$ cat src/design/fgs_pkg.sv
// ----------------------------------------------------------------------------
// fgs_pkg
// shared types, widths, register codes and the rule lookup for the fuzzy
// gain scheduler
// ----------------------------------------------------------------------------
`timescale 1ns / 1ps

package fgs_pkg;

	// field widths
	localparam int SAMPLE_W = 16;
	localparam int MAG_W    = 17;               // magnitude of a 16-bit signed value
	localparam int BRK_W    = 16;
	localparam int MU_W     = 17;               // Q0.16 membership, 1.0 included
	localparam int GAIN_W   = 8;
	localparam int WGT_W    = 33;               // product of two memberships, max 2^32
	localparam int ACC_W    = WGT_W + GAIN_W;
	localparam int OUT_W    = 16;
	localparam int OUT_LSB  = 24;               // Q0.32 x Q8.0 down to Q8.8

	// config port
	localparam int CFG_DATA_W   = 48;
	localparam int CFG_IDX_W    = 2;
	localparam int BREAKS_W     = 3 * BRK_W;
	localparam int LEVELS_W     = 3 * GAIN_W;
	localparam int RULE_W       = 18;

	// divider and pipeline depth
	localparam int DIV_STEPS     = 16;
	localparam int DIV_PER_STAGE = 2;
	localparam int DIV_STAGES    = DIV_STEPS / DIV_PER_STAGE;
	localparam int FUZZ_STAGES   = 2;
	localparam int DEFUZZ_STAGES = 5;
	localparam int NUM_STAGES    = FUZZ_STAGES + DIV_STAGES + DEFUZZ_STAGES;

	localparam logic [MU_W-1:0] MU_ONE = 17'h1_0000;

	typedef enum logic [CFG_IDX_W-1:0] {
		REG_ANGLE_BREAKS = 2'd0,
		REG_GYRO_BREAKS  = 2'd1,
		REG_GAIN_LEVELS  = 2'd2,
		REG_RULE_TABLE   = 2'd3
	} cfg_reg_t;

	localparam logic [BREAKS_W-1:0] ANGLE_BREAKS_RST = {16'd15, 16'd10, 16'd5};
	localparam logic [BREAKS_W-1:0] GYRO_BREAKS_RST  = {16'd30, 16'd15, 16'd10};
	localparam logic [LEVELS_W-1:0] GAIN_LEVELS_RST  = {8'd40, 8'd15, 8'd10};
	localparam logic [RULE_W-1:0]   RULE_TABLE_RST   = 18'd326;

	// lowest breakpoint in the least significant bits
	typedef struct packed {
		logic [BRK_W-1:0] b2;
		logic [BRK_W-1:0] b1;
		logic [BRK_W-1:0] b0;
	} breaks_t;

	typedef enum logic [1:0] {
		KIND_FULL  = 2'd0,     // below the lowest breakpoint
		KIND_EMPTY = 2'd1,     // at or above the top breakpoint
		KIND_DIV   = 2'd2      // on a slope, quotient needed
	} memb_kind_t;

	typedef struct packed {
		memb_kind_t kind;
		logic       level;
	} memb_tag_t;

	typedef struct packed {
		logic [BRK_W-1:0] num;
		logic [BRK_W-1:0] den;
		memb_tag_t        tag;
	} div_req_t;

	typedef struct packed {
		logic [MU_W-1:0] mu;
		logic            level;
	} memb_t;

	// gain singleton for one rule cell, level three reads as level two
	function automatic logic [GAIN_W-1:0] gain_lookup(
		input logic [RULE_W-1:0]   rule,
		input logic [LEVELS_W-1:0] levels,
		input logic [1:0]          row,
		input logic [1:0]          col
	);
		logic [3:0] entry;
		logic [1:0] lvl;
		entry = 4'(row * 3) + 4'(col);
		lvl   = rule[{entry, 1'b0} +: 2];
		if (lvl == 2'd3) begin
			lvl = 2'd2;
		end
		gain_lookup = levels[{lvl, 3'b000} +: GAIN_W];
	endfunction

endpackage

$ cat src/design/fgs_divider.sv
// ----------------------------------------------------------------------------
// fgs_divider
// pipelined restoring divider giving floor(num * 2^16 / den) for num <= den,
// a fixed number of quotient bits per stage
// ----------------------------------------------------------------------------
`timescale 1ns / 1ps

module fgs_divider (
	input  logic              clk,
	input  logic              en,
	input  fgs_pkg::div_req_t req,
	output fgs_pkg::memb_t    memb
);

	typedef struct packed {
		logic [fgs_pkg::BRK_W-1:0] rem;
		logic [fgs_pkg::BRK_W-1:0] den;
		logic [fgs_pkg::BRK_W-1:0] quo;
		logic                      eq;     // num equals den, quotient is exactly one
		fgs_pkg::memb_tag_t        tag;
	} div_stage_t;

	div_stage_t pipe_s [fgs_pkg::DIV_STAGES];

	for (genvar k = 0; k < fgs_pkg::DIV_STAGES; k++) begin : g_stage
		div_stage_t prv;
		div_stage_t nxt;

		if (k == 0) begin : g_first
			always_comb begin
				prv.rem = req.num;
				prv.den = req.den;
				prv.quo = '0;
				prv.eq  = (req.num == req.den);
				prv.tag = req.tag;
			end
		end else begin : g_rest
			assign prv = pipe_s[k-1];
		end

		always_comb begin
			logic [fgs_pkg::BRK_W:0] dbl;
			nxt = prv;
			for (int i = 0; i < fgs_pkg::DIV_PER_STAGE; i++) begin
				dbl = {nxt.rem, 1'b0};
				if (dbl >= {1'b0, nxt.den}) begin
					nxt.rem = fgs_pkg::BRK_W'(dbl - {1'b0, nxt.den});
					nxt.quo = {nxt.quo[fgs_pkg::BRK_W-2:0], 1'b1};
				end else begin
					nxt.rem = dbl[fgs_pkg::BRK_W-1:0];
					nxt.quo = {nxt.quo[fgs_pkg::BRK_W-2:0], 1'b0};
				end
			end
		end

		always_ff @(posedge clk) begin
			if (en) begin
				pipe_s[k] <= nxt;
			end
		end
	end

	// flat regions and the full-slope corner bypass the quotient
	always_comb begin
		memb.level = pipe_s[fgs_pkg::DIV_STAGES-1].tag.level;
		case (pipe_s[fgs_pkg::DIV_STAGES-1].tag.kind)
			fgs_pkg::KIND_FULL:  memb.mu = fgs_pkg::MU_ONE;
			fgs_pkg::KIND_EMPTY: memb.mu = '0;
			fgs_pkg::KIND_DIV: begin
				if (pipe_s[fgs_pkg::DIV_STAGES-1].eq) begin
					memb.mu = fgs_pkg::MU_ONE;
				end else begin
					memb.mu = {1'b0, pipe_s[fgs_pkg::DIV_STAGES-1].quo};
				end
			end
			default: memb.mu = '0;
		endcase
	end

endmodule

$ cat config.mk
export PLATFORM = sky130hd
export DESIGN_NAME = fgs_divider
export DESIGN_NICKNAME = d
export VERILOG_FILES = /design/src/design/fgs_pkg.sv /design/src/design/fgs_divider.sv
export SDC_FILE = /design/constraint.sdc
export NUM_CORES = 1
export LEC_CHECK = 0
export BUFFER_PORTS_ARGS = -buffer_cell sky130_fd_sc_hd__buf_4
export CAP_MARGIN = 20
export CORE_MARGIN = 5
export CORE_UTILIZATION = 40
export DETAILED_ROUTE_END_ITERATION = 6
export PLACE_DENSITY = 0.57
export SKIP_CTS_REPAIR_TIMING = 1
export SLEW_MARGIN = 40
export SYNTH_ARGS = -nofsm -noshare
export SYNTH_HDL_FRONTEND = slang
export SYNTH_SLANG_ARGS = --single-unit
$ cat constraint.sdc
create_clock -name clk -period 7.26 [get_ports clk]
set_clock_uncertainty 0.2 [all_clocks]
set_input_delay 0.726 -clock clk [delete_from_list [all_inputs] [get_ports clk]]
set_output_delay 0.726 -clock clk [all_outputs]
set_load 0.02 [all_outputs]
After elaboration in Yosys (flattened, before gate mapping)
Memory sizes are Yosys's and may differ from the RTL's.
Index checks and enable logic that the tools add are counted.

word-level totals
  bits in registers = 0
  bits in writable memories = 416
  input port bits = 37
  output and inout bits = 18
  memories = 1

operators by class
  add/subtract/negate cells = 16
  magnitude comparators = 16
  eq/ne operators = 2
  muxes and demuxes = 36
  reductions and logical operators = 1

memories
  memory  depth  width  read ports  clocked after Yosys merged registers in  write ports  line               text
  pipe_s  8      52     8           0                                        8            fgs_divider.sv:23  div_stage_t pipe_s [fgs_pkg::DIV_STAGES];

operator list
  operator                                      number
  greater-or-equal comparator 17 x 16 -> 1 bit  16
  two-way mux 16 bit                            16
  subtractor 16 bit                             16
  case mux 17 bit (2 select lines)              1
  two-way mux 1 bit                             18
  two-way mux 17 bit                            1
  == test 16 bit                                1
  == test 2 bit (second input constant)         1
  zero test 2 bit                               1

Depth between registers and ports, before layout
An unclocked memory read counts as a cell.

  word-level depth = 5
  gate-level depth with buffers = 24

Worst setup path before layout
OpenSTA, ideal clock, no wires.

  path kind = in2reg
  start = in req[4] (netlist name)
  end = mem pipe_s[0][43] (netlist name), data pin
  library setup time = 0.260 ns
  data arrival time = 5.338 ns
  required time = 6.800 ns
  slack = 1.462 ns
  cell stages on the path = 22
  buffers on the path = 3
  path through = inv_1 > ha_1 > nor2b_1 > o31a_1 > o211ai_2 > a211o_1 > a31oi_1 > nor4_4 > clkbuf_1 > nand2_1 > o21ai_0 > ha_1 > or2_2 > o31a_1 > o21a_1 > a2111oi_4 > o21ai_2 > a221o_1 > a211o_1 > buf_6 > buf_8 > mux2_4

RTL lines
  item                line               text
  start: declaration  fgs_divider.sv:11  input fgs_pkg::div_req_t req,
  end: declaration    fgs_divider.sv:23

==> impl_metrics.env <==
export IMPL_worst_hold_path_type="input pin to flip-flop"
export IMPL_netlist_instances=2328
export IMPL_critical_path_class="flip-flop to flip-flop"
export IMPL_holdWs_ns=0.137
export IMPL_post_dp_hpwl_mm=46.8
export IMPL_numClockSinks=328
export IMPL_worst_path_max_fanout=16
export IMPL_worst_setup_path_start_kind="flip-flop"
export IMPL_cts_buffers_inserted=40
export IMPL_detailedRoute_firstPassIterationCount=6
export IMPL_timing_critical_path_to_type="flip-flop"
export IMPL_total_instance_count_after_detailed_placement=3142
export IMPL_grt_overflow=0
export IMPL_synthesis_nets=2621
export IMPL_cts_tree="yes"
export IMPL_clock_insertion_delay_worst_skew_ns=0.57
export IMPL_clk_slew_on_worst_s_h_paths_ns=0.06
export IMPL_via_cell_ratio=5.53
export IMPL_worst_slew_pin_slew_ns=0.766
export IMPL_layout_commonest_cell="edfxtp_1"
export IMPL_largest_register_ff_count=328
export IMPL_syn_area_per_cell_um2=10.5
export IMPL_timing_final_hold_violations=0
export IMPL_wl_met2_mm=28.4
export IMPL_synthesis_area_um2=24300
export IMPL_flow_area_growth_from_synthesis_pct=11.3
export IMPL_cts_root_buffer="clkbuf_16"
export IMPL_drt_wirelength_per_cell_um=18.7
export IMPL_largestRegisters="pipe_s x328"
export IMPL_cp_top_family="compound AO/OA/AOI/OAI gates"
export IMPL_groute_usage_overall_pct=17.6
export IMPL_synth_warning_count=0
export IMPL_finalCritPeriodShare_pct=86.9
export IMPL_synth_enable_flop_cells=328
export IMPL_postRouteWirelength_mm=60.3
export IMPL_mostFrequentLayoutCells="edfxtp_1, ha_1, inv_1"
export IMPL_drv_slew=0
export IMPL_setup_slack_ns=0.951
export IMPL_initialDrtViolationCount=1207
export IMPL_grt_pass1_wl_mm=94.1
export IMPL_vias=17800
export IMPL_synth_seq_area_share_pct=40.5
export IMPL_timing_critical_path_cells="inv_1 > ha_1 > o21a_1 > o31a_1 > o21ai_1 > a211oi_1 > o21ai_0 > nand2b_1 > o31ai_4 > inv_1 > mux2_2 > ha_1 > and3_1 > a221o_1 > a21o_1 > and2_1 > a311oi_1 > o21ai_1 > and2_1 > nor2_4 > mux2_2"
export IMPL_post_synth_top_area_cell="edfxtp_1"
export IMPL_detail_route_wirelength_met1_mm=27.7
export IMPL_unrepaired_setup_endpoints_after_global_routing="false"
export IMPL_ys_seq_elements=328
export IMPL_num_fill_cells=5690
export IMPL_regMostFlops="pipe_s"
export IMPL_initial_utilization_pct=40.3
export IMPL_total_buffers_and_inverters_traversed_by_the_critical_path=2
export IMPL_layout_nets=2697
export IMPL_ant_nets=0
export IMPL_globalplace_congestion=0.918
export IMPL_top_layer_used="met4"
export IMPL_netlist_area_leader_share_pct=40.5
export IMPL_dieWidth_um=257
export IMPL_fin_tns_setup_ns=0
export IMPL_yosys_top_cells_area="edfxtp_1, ha_1, mux2_2"
export IMPL_outcome="finished clean"
export IMPL_ys_dominant_reg_cell="edfxtp_1"
export IMPL_grt_start_max_net_pins=174
export IMPL_fin_cells=3215
export IMPL_cap_violations=0
export IMPL_cts_root_to_sink_buffers=3
export IMPL_htreeDepth=2
export IMPL_floorplan_io_pins=55
export IMPL_core_region_area_um2=60400
export IMPL_cell_with_the_biggest_individual_delay_on_the_critical_path="edfxtp_1"
export IMPL_max_freq_mhz=158
export IMPL_worst_ep_arrival_time_ns=6.41
export IMPL_num_antenna_cells=0
export IMPL_finalWorstPathRequiredPeriod_ns=6.31
export IMPL_critical_path_max_stage_delay_ns=0.51
export IMPL_synth_cell_types=82
export IMPL_critical_path_required_ns=7.36
export IMPL_floorplan_die_height_um=257
export IMPL_placement_io_buffers=54
export IMPL_pre_cts_ws_ns=0.718
export IMPL_setup_viols_final=0
export IMPL_drc=0
export IMPL_die_area_um2=65900
export IMPL_rows=90
export IMPL_grt_antenna_before_repair=1
export IMPL_met3_wirelength_mm=2.61
export IMPL_relSlewSlack_pct=48.9
export IMPL_synth_async_reset_ratio_pct=0
export IMPL_drive_above_1_share_pct=12.9
export IMPL_grt_pass1_vias=17200
[synth_stat cells, drive strengths merged, types with 42 or more instances]
master	number
mux2	135
inv	190
o21ai	123
xor2	57
a21o	83
a21oi	180
nand2	93
xnor2	137
nand3	42
ha	248
nor2	160
edfxtp	328
[worst reg2reg max path, delay by kind of cell, from the launching register on]
family	cells	cell delay (ns)
AOI/OAI and AO/OA	10	2.06
DFF	1	0.51
and+or+nand+nor	5	1.14
buffers and inverters	2	0.56
adders and majority gates	2	0.74
muxes	2	0.81
[through the flow]
stage	util, %	instance area, um2
2_1_floorplan	-	24300
3_3_place_gp	42.5	25700
3_5_place_dp	42.6	25700
4_1_cts	44.8	27100
5_1_grt	44.9	27100
6_report	44.9	27100
[logic make-up after synthesis]
logic type / synth area share [%]
AO/OA/AOI/OAI: 17.5
AND/OR/NAND/NOR: 11.2
flip-flops: 40.5
adder cells (fa/ha/maj): 13.4
buffers and inverters: 3.64
XOR/XNOR: 6.98
multiplexers: 6.83
[routing by layer]
metal	vias up	GRT usage (%)
met4	0	4.65
met1	8475	23.9
met2	368	29.6
li1	8856	-
met5	-	0
met3	79	2.59
[layout make-up]
type,instances,area [um2],share of cell area [%]
sequential,328,9850,36.3
timing repair buffer,67,547,2.02
clock buffer,44,1040,3.83
tap,782,978,3.61
inverter,190,713,2.63
multi-input combinational,1777,13700,50.4
clock inverter,27,308,1.14
[worst paths after layout]
path | endpoint | startpoint | slack (ns) | depth (start not counted)
worst min-delay path | pipe_s[0][2] | req[2] | 0.14 | 1
worst min register to register | pipe_s[1][60] | pipe_s[1][6] | 0.20 | 0
worst max-delay path | pipe_s[0][201] | pipe_s[0][126] | 0.95 | 21
worst max register to register | pipe_s[0][201] | pipe_s[0][126] | 0.95 | 21
Power is left out: the tool's default activity adds up to more than one toggle a clock period on the data nets, which glitch-free logic cannot reach.
