## src/design/fgs_pkg.sv

```systemverilog
// ----------------------------------------------------------------------------
// fgs_pkg
// shared types, widths, register codes and the rule lookup for the fuzzy
// gain scheduler
// ----------------------------------------------------------------------------
`timescale 1ns / 1ps

package fgs_pkg;

	// field widths
	localparam int SAMPLE_W = 16;
	localparam int MAG_W    = 17;               // magnitude of a 16-bit signed value
	localparam int BRK_W    = 16;
	localparam int MU_W     = 17;               // Q0.16 membership, 1.0 included
	localparam int GAIN_W   = 8;
	localparam int WGT_W    = 33;               // product of two memberships, max 2^32
	localparam int ACC_W    = WGT_W + GAIN_W;
	localparam int OUT_W    = 16;
	localparam int OUT_LSB  = 24;               // Q0.32 x Q8.0 down to Q8.8

	// config port
	localparam int CFG_DATA_W   = 48;
	localparam int CFG_IDX_W    = 2;
	localparam int BREAKS_W     = 3 * BRK_W;
	localparam int LEVELS_W     = 3 * GAIN_W;
	localparam int RULE_W       = 18;

	// divider and pipeline depth
	localparam int DIV_STEPS     = 16;
	localparam int DIV_PER_STAGE = 2;
	localparam int DIV_STAGES    = DIV_STEPS / DIV_PER_STAGE;
	localparam int FUZZ_STAGES   = 2;
	localparam int DEFUZZ_STAGES = 5;
	localparam int NUM_STAGES    = FUZZ_STAGES + DIV_STAGES + DEFUZZ_STAGES;

	localparam logic [MU_W-1:0] MU_ONE = 17'h1_0000;

	typedef enum logic [CFG_IDX_W-1:0] {
		REG_ANGLE_BREAKS = 2'd0,
		REG_GYRO_BREAKS  = 2'd1,
		REG_GAIN_LEVELS  = 2'd2,
		REG_RULE_TABLE   = 2'd3
	} cfg_reg_t;

	localparam logic [BREAKS_W-1:0] ANGLE_BREAKS_RST = {16'd15, 16'd10, 16'd5};
	localparam logic [BREAKS_W-1:0] GYRO_BREAKS_RST  = {16'd30, 16'd15, 16'd10};
	localparam logic [LEVELS_W-1:0] GAIN_LEVELS_RST  = {8'd40, 8'd15, 8'd10};
	localparam logic [RULE_W-1:0]   RULE_TABLE_RST   = 18'd326;

	// lowest breakpoint in the least significant bits
	typedef struct packed {
		logic [BRK_W-1:0] b2;
		logic [BRK_W-1:0] b1;
		logic [BRK_W-1:0] b0;
	} breaks_t;

	typedef enum logic [1:0] {
		KIND_FULL  = 2'd0,     // below the lowest breakpoint
		KIND_EMPTY = 2'd1,     // at or above the top breakpoint
		KIND_DIV   = 2'd2      // on a slope, quotient needed
	} memb_kind_t;

	typedef struct packed {
		memb_kind_t kind;
		logic       level;
	} memb_tag_t;

	typedef struct packed {
		logic [BRK_W-1:0] num;
		logic [BRK_W-1:0] den;
		memb_tag_t        tag;
	} div_req_t;

	typedef struct packed {
		logic [MU_W-1:0] mu;
		logic            level;
	} memb_t;

	// gain singleton for one rule cell, level three reads as level two
	function automatic logic [GAIN_W-1:0] gain_lookup(
		input logic [RULE_W-1:0]   rule,
		input logic [LEVELS_W-1:0] levels,
		input logic [1:0]          row,
		input logic [1:0]          col
	);
		logic [3:0] entry;
		logic [1:0] lvl;
		entry = 4'(row * 3) + 4'(col);
		lvl   = rule[{entry, 1'b0} +: 2];
		if (lvl == 2'd3) begin
			lvl = 2'd2;
		end
		gain_lookup = levels[{lvl, 3'b000} +: GAIN_W];
	endfunction

endpackage

```

## src/design/fgs_fuzzify.sv

```systemverilog
// ----------------------------------------------------------------------------
// fgs_fuzzify
// magnitude of one signed sample, placement against three breakpoints and
// set-up of the slope division
// ----------------------------------------------------------------------------
`timescale 1ns / 1ps

module fgs_fuzzify (
	input  logic                               clk,
	input  logic                               en,
	input  logic signed [fgs_pkg::SAMPLE_W-1:0] sample,
	input  fgs_pkg::breaks_t                   breaks,
	output fgs_pkg::div_req_t                  req_s2
);

	logic [fgs_pkg::MAG_W-1:0] mag_c;
	logic [fgs_pkg::MAG_W-1:0] mag_s1;
	logic                      lt0, lt1, lt2;
	logic [fgs_pkg::BRK_W-1:0] diff1, diff2, span10, span21;
	fgs_pkg::div_req_t         req_c;

	// s1: magnitude, 0..32768
	always_comb begin
		if (sample[fgs_pkg::SAMPLE_W-1]) begin
			mag_c = 17'h1_0000 - {1'b0, sample};
		end else begin
			mag_c = {1'b0, sample};
		end
	end

	always_ff @(posedge clk) begin
		if (en) begin
			mag_s1 <= mag_c;
		end
	end

	// s2: compares in priority order, spans only used where the interval is open
	always_comb begin
		lt0    = mag_s1 < {1'b0, breaks.b0};
		lt1    = mag_s1 < {1'b0, breaks.b1};
		lt2    = mag_s1 < {1'b0, breaks.b2};
		diff1  = fgs_pkg::BRK_W'({1'b0, breaks.b1} - mag_s1);
		diff2  = fgs_pkg::BRK_W'({1'b0, breaks.b2} - mag_s1);
		span10 = breaks.b1 - breaks.b0;
		span21 = breaks.b2 - breaks.b1;
		req_c.num       = '0;
		req_c.den       = '0;
		req_c.tag.kind  = fgs_pkg::KIND_EMPTY;
		req_c.tag.level = 1'b1;
		if (lt0) begin
			req_c.tag.kind  = fgs_pkg::KIND_FULL;
			req_c.tag.level = 1'b0;
		end else if (lt1) begin
			req_c.num       = diff1;
			req_c.den       = span10;
			req_c.tag.kind  = fgs_pkg::KIND_DIV;
			req_c.tag.level = 1'b0;
		end else if (lt2) begin
			req_c.num       = diff2;
			req_c.den       = span21;
			req_c.tag.kind  = fgs_pkg::KIND_DIV;
			req_c.tag.level = 1'b1;
		end
	end

	always_ff @(posedge clk) begin
		if (en) begin
			req_s2 <= req_c;
		end
	end

endmodule

```

## config.mk

```make
export PLATFORM = sky130hd
export DESIGN_NAME = fgs_fuzzify
export DESIGN_NICKNAME = d
export VERILOG_FILES = /design/src/design/fgs_pkg.sv /design/src/design/fgs_fuzzify.sv
export SDC_FILE = /design/constraint.sdc
export NUM_CORES = 1
export LEC_CHECK = 0
export ABC_AREA = 1
export CORE_MARGIN = 10
export CORE_UTILIZATION = 45
export CTS_CLUSTER_SIZE = 10
export DETAILED_ROUTE_END_ITERATION = 7
export DONT_BUFFER_PORTS = 1
export SLEW_MARGIN = 0
export SYNTH_ARGS = -nofsm -noshare
export SYNTH_HDL_FRONTEND = slang
export SYNTH_SLANG_ARGS = --single-unit
```

## constraint.sdc

```tcl
create_clock -name clk -period 3.8 [get_ports clk]
set_clock_uncertainty 0.2 [all_clocks]
set_input_delay 0.38 -clock clk [delete_from_list [all_inputs] [get_ports clk]]
set_output_delay 0.38 -clock clk [all_outputs]
set_load 0.01 [all_outputs]
```

## Word level (Yosys, flattened, before mapping)

Cells that the tools add are included.

| storage, ports and cells | value |
|---|---|
| register bits | 52 |
| bits of input ports | 66 |
| output and inout port bits | 35 |
| logic and storage cells | 19 |

| operators by class | value |
|---|---|
| $add $sub $neg | 5 |
| order comparisons | 3 |
| multiplexer cells | 3 |
| reduce and logical (&&, ||, !) cells | 1 |

Operator list:

| cell | number |
|---|---|
| $mux 35 | 2 |
| $sub 16x16->16 | 4 |
| $lt 17x16->1 | 3 |
| $sub 17x16->17 const A | 1 |
| $mux 15 | 1 |
| $reduce_or 2->1 | 1 |

## Longest topological paths before layout

| depth | value |
|---|---|
| depth after elaboration | 3 |
| gate-level depth with buffers | 15 |
| mapped depth without buffers | 14 |

## Worst setup path after synthesis

OpenSTA, ideal clock, no wires.

| timing | value |
|---|---|
| kind | register to register |
| start | register mag_s1[10] (netlist bit) |
| end | register req_s2[28] (netlist bit) (data pin) |
| library setup time | 0.259 ns |
| arrival time | 1.788 ns |
| slack | 1.553 ns |
| stages on the path, launching flop included | 12 |
| path buffers | 2 |
| cells stage by stage | edfxtp_1 > ha_1 > nand2_1 > inv_1 > nand2_4 > nor2_4 > a21boi_4 > nor2_4 > buf_6 > buf_6 > nand3_1 > a21oi_2 |

| on the way | value |
|---|---|
| longest elaborated chain between the ends | 3 |

Ends and longest elaborated chain:

| element | line | text |
|---|---|---|
| from (decl) | fgs_fuzzify.sv:17 | `logic [fgs_pkg::MAG_W-1:0] mag_s1;` |
| from (signal assigned) | fgs_fuzzify.sv:33 | `mag_s1 <= mag_c;` |
| $lt 17x16->1 | fgs_fuzzify.sv:41 | `lt2 = mag_s1 < {1'b0, breaks.b2};` |
| $mux 35 | fgs_fuzzify.sv:58 | `end else if (lt2) begin` |
| $mux 35 | fgs_fuzzify.sv:53 | `end else if (lt1) begin` |
| to (signal assigned) | fgs_fuzzify.sv:68 | `req_s2 <= req_c;` |
| to (decl) | fgs_fuzzify.sv:13 | `output fgs_pkg::div_req_t req_s2` |

Several ways; a longest one is shown, not always the timed one.
A chain may end at the register's enable or synchronous reset.

## Final worst setup path

| timing | value |
|---|---|
| start | register mag_s1[12] (netlist bit) |
| end | register req_s2[17] (netlist bit) (data pin) |

Same word-level chain as after synthesis.

==> reports/metrics.csv <==
stage,metric,value,unit
global_routing,largest net degree at the start of global routing,33,
clocking,CTS H-Tree Depth,2,
cells_and_area,Antenna Cells,0,
pwr,total power,2.48,mW
floorplanning,die area,0.0219,mm2
global_routing,first-pass GRT wire length,35200,um
synthesis,Synthesized Nets,1316,
timing,Worst Max-Slew Pin Slew,723,ps
clocking,# resized after CTS,0,
setup_path,Worst path slowest cell,nor2_4,
placement,RePlAce Congestion,0.939,
clocking,clock sinks,52,
floorplanning,DIE WIDTH,148,um
routing,DR vias,6849,
pwr,power density cells,319,mW/mm2
floorplanning,Die Y,148,um
cells_and_area,P&R area growth vs syn,5.79,%
pwr,Pleak,4.32,nW
run_status,outcome,completed,
timing,Fmax,347,MHz
floorplanning,Row Count,46,
routing,post-route ant nets,0,
clocking,post-CTS setup buffer count,0,
synthesis,Ys Warns,0,
setup_path,Startpoint Class,flip-flop,
placement,detailed placement HPWL,19400,um
clocking,"Clk Latency, worst-skew pair",310,ps
timing,fin crit share,75.8,%
timing,max-slew violations,0,
setup_path,slowest cell delay on critical path,600,ps
timing,max_slew headroom,51.7,%
routing,routed wire length,22700,um
synthesis,Mean Syn Cell Area,6.47,um2
timing,"Setup violations, final",0,
timing,RSZ-0062 raised after global routing,no,
synthesis,Synth Register Bits,52,
placement,buffers added on ports,0,
clocking,clk root buf,clkbuf_16,
timing,final setup TNS,0,ps
cells_and_area,share of cells above drive strength 1,3.16,%
timing,final hold violation count,0,
routing,Avg WL per Cell,16.7,um
routing,Iter 0 DRT Violations,409,
clocking,Worst-path clk slew,90,ps
floorplanning,Top Ports,101,
setup_path,kind of critical path,reg -> reg,
clocking,CTS tree,done,
setup_path,crit-path max FO,23,
clocking,TritonCTS buffer count,5,
setup_path,WP buf/inv,2,
clocking,CTS max path bufs,2,
setup_path,CP Cell Sequence,"ha_1, nand2_2, inv_2, nand2_4, nor2_4, nand2_2, nand3_1, nor2_4, buf_4, nand3_1, a21oi_1",
synthesis,Mapped Area,0.00736,mm2
pwr,peak supply drop,178,uV
global_routing,gr ovfl total,0,
timing,Final min period,2880,ps
routing,Residual DRC,0,
floorplanning,CORE AREA,0.0159,mm2
floorplanning,Initial Util,46.2,%
run,max cap viols,0,
global_routing,via count of the first global-routing pass,6537,
clocking,post-cts hold buffer count,3,
setup_path,endpoint class of the critical path,flip-flop,
setup_path,gate family responsible for the most delay along the worst path,simple AND/OR/NAND/NOR gates,
global_routing,antenna violations before repair,0,
synthesis,sequential element share of the synthesized area,21.2,%
routing,vias per std cell,5.05,
setup_path,critical path data required time,3760,ps
routing,drt first pass iters,6,
synthesis,Yosys cell types,39,
setup_path,CP Data Arrival Time,2840,ps
cells_and_area,Layout Nets,1317,
hold_path,hold crit path type,in -> reg,
global_routing,Total Routing Usage GR,20.6,%
synthesis,Post-Synthesis Cells,1138,
cells in the final DEF (no fill, tap or decap), drive strengths merged:
master	synthesis	final
or2	6	6
clkinv	0	2
ha	108	108
a21o	5	5
a21boi	1	1
dlygate4sd3	0	1
clkbuf	4	5
o21bai	3	3
xor2	19	19
edfxtp	52	52
xnor2	22	22
nand4	15	15
o31ai	1	1
nor3b	1	1
nand3	72	72
or3	1	1
nor2	101	101
nand2	371	371
and2	5	5
a31oi	2	2
inv	226	226
o21ai	8	8
o2111a	1	1
buf	8	5
bufinv	0	1
fa	4	4
a21oi	79	79
nand3b	12	12
nor3	10	10
conb	1	1
state kept, by name (all words and copies together), names as in the netlist:
name and flops:
req_s2 35, mag_s1 17
synth_stat cells:
library cell  number  area (um2)
a21oi_1           75         375
edfxtp_1          52        1560
nand3b_1          11        82.6
nand3_1           72         360
nor3b_1            1        7.51
nor3_1            10        50.1
o31ai_1            1        7.51
inv_1            224         841
o2111a_1           1        11.3
buf_2              3        15.0
buf_8              1        15.0
ha_1             108        1350
nand4_1           15        93.8
o21bai_1           3        22.5
clkbuf_1           4        15.0
fa_1               4        80.1
nand2_1          366        1370
a31oi_1            2        12.5
nor2_4             2        22.5
nand2_4            2        22.5
a21boi_4           1        18.8
nand2_2            3        18.8
o21ai_0            8        40.0
nor2_8             1        20.0
buf_6              3        33.8
a21o_1             5        37.5
or3_1              1        6.26
conb_1             1        3.75
or2_1              2        12.5
xor2_1            19         166
a21oi_2            4        35.0
nor2_2             3        18.8
nor2_1            95         357
buf_4              1        7.51
nand3b_2           1        11.3
or2_2              4        25.0
and2_1             5        31.3
xnor2_1           22         193
inv_2              2        7.51
worst paths after layout:
check / start / to / slack (ps) / cells after the start
hold / removal: sample[5] / mag_s1[5] / 70 / 1
setup / recovery: mag_s1[12] / req_s2[17] / 920 / 11
hold reg to reg: mag_s1[0] / req_s2[19] / 810 / 4
setup reg to reg: mag_s1[12] / req_s2[17] / 920 / 11
through the flow:
step / instance area (um2) / utilization (%) / hold slack [ps] / std cells / setup WS, ps
after floorplan: 7360 / - / 279 / 1138 / 1550
after global placement: 7570 / 47.5 / 279 / 1345 / 999
after detailed placement: 7570 / 47.5 / 279 / 1345 / 954
after CTS: 7790 / 48.9 / 63.5 / 1356 / 923
after global routing: 7790 / 48.9 / 70.2 / 1356 / 745
final: 7790 / 48.9 / 68.8 / 1356 / 920
final cells by class:
| class | instances | area [um2] |
|---|---|---|
| fill | 1693 | 8150 |
| sequential | 52 | 1560 |
| timing repair buffer | 6 | 72.6 |
| inverter | 226 | 848 |
| multi-input combinational | 848 | 4870 |
| tap | 216 | 270 |
| clock buffer | 5 | 125 |
| clock inverter | 3 | 42.5 |
layer usage:
layer  vias to the layer above  part of all wire, %  track usage, %
li1                       3570                    -               -
met1                      3072                   46            27.6
met2                       194                   45            33.3
met3                        13                  7.9            4.03
met4                         0                  1.1            4.56
met5                         -                    0               0
kinds of logic (layout without fill, tap and decap cells):
group	after synthesis	after routing	synth area share [%]
AND/OR/NAND/NOR	594	594	34.1
adder cells (fa/ha/maj)	112	112	19.4
flip-flops	52	52	21.2
other	1	1	0.0509
buffers and inverters	238	240	12.7
AO/OA/AOI/OAI	100	100	7.61
XOR/XNOR	41	41	4.88
where the power goes:
part | switching, mW | total [mW] | internal [mW]
logic | 0.744 | 1.14 | 0.393
registers | 0.0719 | 0.793 | 0.721
clock network | 0.240 | 0.552 | 0.311
Note: power is estimated with default switching activity, not from simulation.
